--- src/sv/mlp_ram.sv ---
// Generic single-write, single-read synchronous RAM with registered read data.
// Depends on nothing.
`timescale 1ns / 1ps
`default_nettype none
module mlp_ram #(
  parameter int Width = 16,
  parameter int Depth = 256
) (
  input  wire logic                     clk_i,
  input  wire logic                     we_i,
  input  wire logic [$clog2(Depth)-1:0] waddr_i,
  input  wire logic [Width-1:0]         wdata_i,
  input  wire logic [$clog2(Depth)-1:0] raddr_i,
  output logic      [Width-1:0]         rdata_o
);
  logic [Width-1:0] mem [Depth];

  always_ff @(posedge clk_i) begin
    if (we_i) begin
      mem[waddr_i] <= wdata_i;
    end
    rdata_o <= mem[raddr_i];
  end
endmodule
`default_nettype wire
--- config.mk ---
export PLATFORM = sky130hd
export DESIGN_NAME = mlp_ram
export DESIGN_NICKNAME = d
export VERILOG_FILES = /design/src/sv/mlp_ram.sv
export SDC_FILE = /design/constraint.sdc
export NUM_CORES = 2
export LEC_CHECK = 0
export ABC_CLOCK_PERIOD_IN_PS = 4800
export BUFFER_PORTS_ARGS = -buffer_cell sky130_fd_sc_hd__buf_2
export CAP_MARGIN = 20
export CORE_ASPECT_RATIO = 0.8
export CORE_UTILIZATION = 55
export DETAILED_ROUTE_END_ITERATION = 12
export PLACE_DENSITY_LB_ADDON = 0.15
export SKIP_CTS_REPAIR_TIMING = 1
export SYNTH_ARGS = -nofsm -noshare
export SYNTH_HDL_FRONTEND = slang
export SYNTH_SLANG_ARGS = --single-unit
--- constraint.sdc ---
create_clock -name clk_i -period 4.8 [get_ports clk_i]
set_input_delay 0 -clock clk_i [delete_from_list [all_inputs] [get_ports clk_i]]
set_output_delay 0 -clock clk_i [all_outputs]
set_load 0.05 [all_outputs]
Word-level counts from Yosys, hierarchy flattened:

Memory sizes are Yosys's and may differ from the RTL's. A register that Yosys moved wholly into a read port is not among the register bits.
Cells that the tools add are included.

* mux-type cells: 2

Operators with widths (count)
* two-way mux 1 bit: 2

* flip-flop bits (word level): 0
* memories kept: 1
* bits in writable memories: 4096
* output and inout port bits: 16
* bits of input ports: 34

Memories
* mem: words 256, bits a word 16, rd ports 1, clocked after memory_dff 1, write ports 1, RTL line 16 `logic [Width-1:0] mem [Depth];`

Depth between registers and ports, before layout:

* depth after elaboration: 2
* mapped depth: 12
* mapped depth without buffers: 6

Least setup slack after synthesis:

Ideal clock, no wire load.

* path type: input to register
* from: input waddr_i[3]
* to: memory mem[235][0], enable pin
* path slack: 2.635 ns
* setup time: 0.388 ns
* cell stages on the path: 6
* data arrival time: 1.777 ns
* required time: 4.412 ns
* path through: clkbuf_1 > nor2b_1 > clkbuf_1 > nand4_1 > clkbuf_1 > nor2_1

RTL lines
* from (decl): RTL line 11 `input wire logic [$clog2(Depth)-1:0] waddr_i,`
* to (decl): RTL line 16

No word-level cell before the write port.

==> out/metrics.cfg <==
[critical_path]
timing.critical_path.fanout_max = 56
setup.reg_to_reg.worst_slack_ps = 1730
cp_num_buf_inv = 3
regToRegStartpoint = mem[11][4]$_DFFE_PP_
worst_r2r_endpoint = rdata_o[4]$_DFF_P_
timing.reg2reg.worst_path_depth = 6
timing_worst_setup_path_type = in -> reg
required_ps = 5610
critical_path.cell_chain = buf_8 -> nand2b_4 -> buf_12 -> buf_4 -> o221ai_1 -> o32ai_1 -> a22oi_1 -> nand4_1 -> nor4_1
end_kind = flip-flop
timing.critical_path.from_type = input port
critical-path-max-stage-delay_ps = 570
timing.critical_path.max_delay_family = simple AND/OR/NAND/NOR gates
cpMaxStageDelayCell = sky130_fd_sc_hd__nand4_1
critPathArrivalTime_ps = 3980

[die]
die_width_microns = 603
chipHeight_microns = 482
fp.dieArea_sq_um = 291000
io_pins = 50
core_sq_um = 287000
standard_cell_row_count = 176
floorplan.initialDensity = 0.553

[clock_network]
cts_max_level = 5
cts-buffers-inserted = 392
root_buffer = sky130_fd_sc_hd__clkbuf_16
clkLatencyLatePin_ps = 950
cts-root-to-sink-buffers = 4
clock_sinks = 4112
clkSlewWorstSetupHoldPaths_ps = 60
tritoncts = done

[yosys]
ys_types = 52
number_of_enable_type_register_cells_in_the_synthesized_netlist = 4096
post_synth.cell_area_avg_sq_um = 21.6
ys_seq_area_frac = 0.777
synth.net_count = 7394
ys_async_sr_fraction = 0
yosys-top-cells-area = sky130_fd_sc_hd__edfxtp_1 (77%), sky130_fd_sc_hd__mux4_2 (11%), sky130_fd_sc_hd__mux2i_1 (3.6%)
synth.cell_area_sq_um = 159000
yosys_register_bits = 4112
netlist_instances = 7360
ys_warn_count = 0
postSynth.topFlopCell = sky130_fd_sc_hd__edfxtp_1
yosys.area.top_type = sky130_fd_sc_hd__edfxtp_1
synth_top_area_share = 0.775

[global_routing]
grt_pass1_wl_microns = 591000
gr-total-overflow = 0
vias_in_the_first_global_route = 77400
grt_antenna_before_repair = 23
largest_net_degree_at_the_start_of_global_routing = 200
grtUsageTotal = 0.289

[timing]
timing.setup.tns_ps = 0
maxSlewViolCount = 101
setup-violations-final = 0
finalCritPeriodShare = 0.662
hold_viol_final = 4
final_period_minus_worst_setup_slack_ps = 3180
clock_skew_ps = 69.4
rsz0062_at_grt = false
maxClockFrequency_ghz = 0.315
fin_hold_ws_ps = -18.9
final_critical_path_setup_slack_ps = 1620
worst_slew_margin_rel = -0.0316
worst_slew_pin_slew_ps = 1550

[cells_and_area]
filler_cell_count = 19500
final_core_utilization = 0.623
finalNonFillerCells = 12000
share_of_final_layout_standard_cells_stronger_than_drive_strength_1 = 0.253
area_delta_synth_final_pct = 12.7
finish.net_count = 7896

[worst_hold_path]
holdCritStartpoint = waddr_i[5]
hold_path_depth = 5
hp-class = in -> reg
worst_case_hold_path_end_point = mem[22][5]$_DFFE_PP_

[power]
p_per_cell_area_nw_per_um2 = 413
vdd_ir_drop_max_v = 0.000347
power.static_leakage_uw = 0.0568

[route]
drcViolationCount = 0
ant_nets = 0
drt_pass1_iterations = 9
detailedRoute.firstIterationViolations = 11300
detail_route.wl_per_cell_microns = 35.0
routed_via_density = 6.68
dr_total_vias = 80300
routed_wl_microns = 421000

[run]
max_cap_viol_count = 0

[outcome]
failed_checks = negative hold slack, max-slew violations
outcome = finished, violations left

[placement]
hpwlAfterDp_microns = 252000
port_buffers = 49
place.gp.congestion = 0.914
dp_cells = 11300
place_ws_ps = 841

==> cells by family after synthesis <==
logic type | after synthesis | share of synthesized area
AND/OR/NAND/NOR | 556 | 0.0157
AO/OA/AOI/OAI | 786 | 0.0354
buffers and inverters | 456 | 0.0169
multiplexers | 1450 | 0.155
flip-flops | 4112 | 0.777
==> layer usage <==
metal,up-vias,wire length [microns],global-route usage,part of all wire
li1,32300,-,-,-
met1,42800,170000,0.431,0.40
met2,4474,190000,0.427,0.45
met3,632,47600,0.0702,0.11
met4,8,13400,0.0889,0.032
met5,-,32,0,0.000076
==> final cells by class <==
type                            count  area [sq um]  area share
Antenna cell                       16          40.0    0.000224
Clock buffer                      481         10400      0.0579
Clock inverter                    230          2120      0.0119
Inverter                            4          27.5    0.000154
Multi-Input combinational cell   2792         33000       0.184
Sequential cell                  4112        123000       0.690
Tap cell                         3827          4790      0.0268
Timing Repair Buffer              560          5190      0.0290
==> sequential cells by signal, summed over array words and instances, names as in the netlist <==
signal,cells
rdata_o,16
mem,4096
==> cell usage in the layout, fill, tap and decap left out, types with 43 or more instances in the layout <==
cell / count
sky130_fd_sc_hd__a21oi_1: 175
sky130_fd_sc_hd__a22oi_1: 43
sky130_fd_sc_hd__buf_12: 49
sky130_fd_sc_hd__buf_4: 408
sky130_fd_sc_hd__clkbuf_1: 76
sky130_fd_sc_hd__clkbuf_16: 399
sky130_fd_sc_hd__clkinv_1: 84
sky130_fd_sc_hd__clkinv_2: 68
sky130_fd_sc_hd__edfxtp_1: 4096
sky130_fd_sc_hd__mux2_2: 88
sky130_fd_sc_hd__mux2i_1: 565
sky130_fd_sc_hd__mux4_2: 797
sky130_fd_sc_hd__nor2_1: 226
sky130_fd_sc_hd__nor2_2: 78
sky130_fd_sc_hd__nor3_1: 90
sky130_fd_sc_hd__o221ai_1: 252
sky130_fd_sc_hd__o22ai_1: 148
==> Yosys cell counts, drive strengths merged (3+ instances only) <==
library cell,number
clkbuf,230
o22ai,148
mux2,88
nand3,35
nand2,38
nand4b,3
nor3,92
o31ai,16
a22oi,43
nor4,18
a22o,32
o32ai,21
a211oi,18
dfxtp,16
nor2,304
nand2b,3
nor2b,9
nand4,26
mux2i,565
or2,5
a2111oi,6
o21ai,38
a31oi,6
o221ai,253
and3,11
a221oi,28
buf,222
mux4,797
inv,4
edfxtp,4096
a21oi,175
==> where the power goes <==
part | internal [uW] | leakage, uW | switching, uW
combinational | 1270 | 0.0138 | 2560
clock | 17200 | 0.00607 | 13200
sequential | 39600 | 0.0369 | 79.0
==> stage by stage <==
step | area [sq um] | total power, uW
4_1_cts | 178000 | 74100
6_report | 179000 | 73900
5_1_grt | 179000 | 75600
2_1_floorplan | 159000 | 42400
3_5_place_dp | 166000 | 44200
3_3_place_gp | 166000 | 44100
==> worst register-to-register path: stages, from the launching register on <==
cell,delay (ps)
sky130_fd_sc_hd__edfxtp_1,360
sky130_fd_sc_hd__mux4_2,510
sky130_fd_sc_hd__mux2_2,280
sky130_fd_sc_hd__a22oi_1,690
sky130_fd_sc_hd__nand2_1,390
sky130_fd_sc_hd__o32ai_2,600
sky130_fd_sc_hd__nor4_2,110
==> worst max path at each step <==
stage	startpoint	endpoint	slack [ps]	cells after the start
6_report	raddr_i[1]	rdata_o[1]$_DFF_P_	1620	9
5_1_grt	mem[11][4]$_DFFE_PP_	rdata_o[4]$_DFF_P_	1630	6
4_1_cts	mem[54][3]$_DFFE_PP_	rdata_o[3]$_DFF_P_	1730	6
3_5_place_dp	raddr_i[1]	rdata_o[9]$_DFF_P_	840	9
3_3_place_gp	raddr_i[1]	rdata_o[9]$_DFF_P_	800	8
2_1_floorplan	waddr_i[3]	mem[235][0]$_DFFE_PP_	2640	6
No activity file was read; power rests on OpenSTA's default activity.
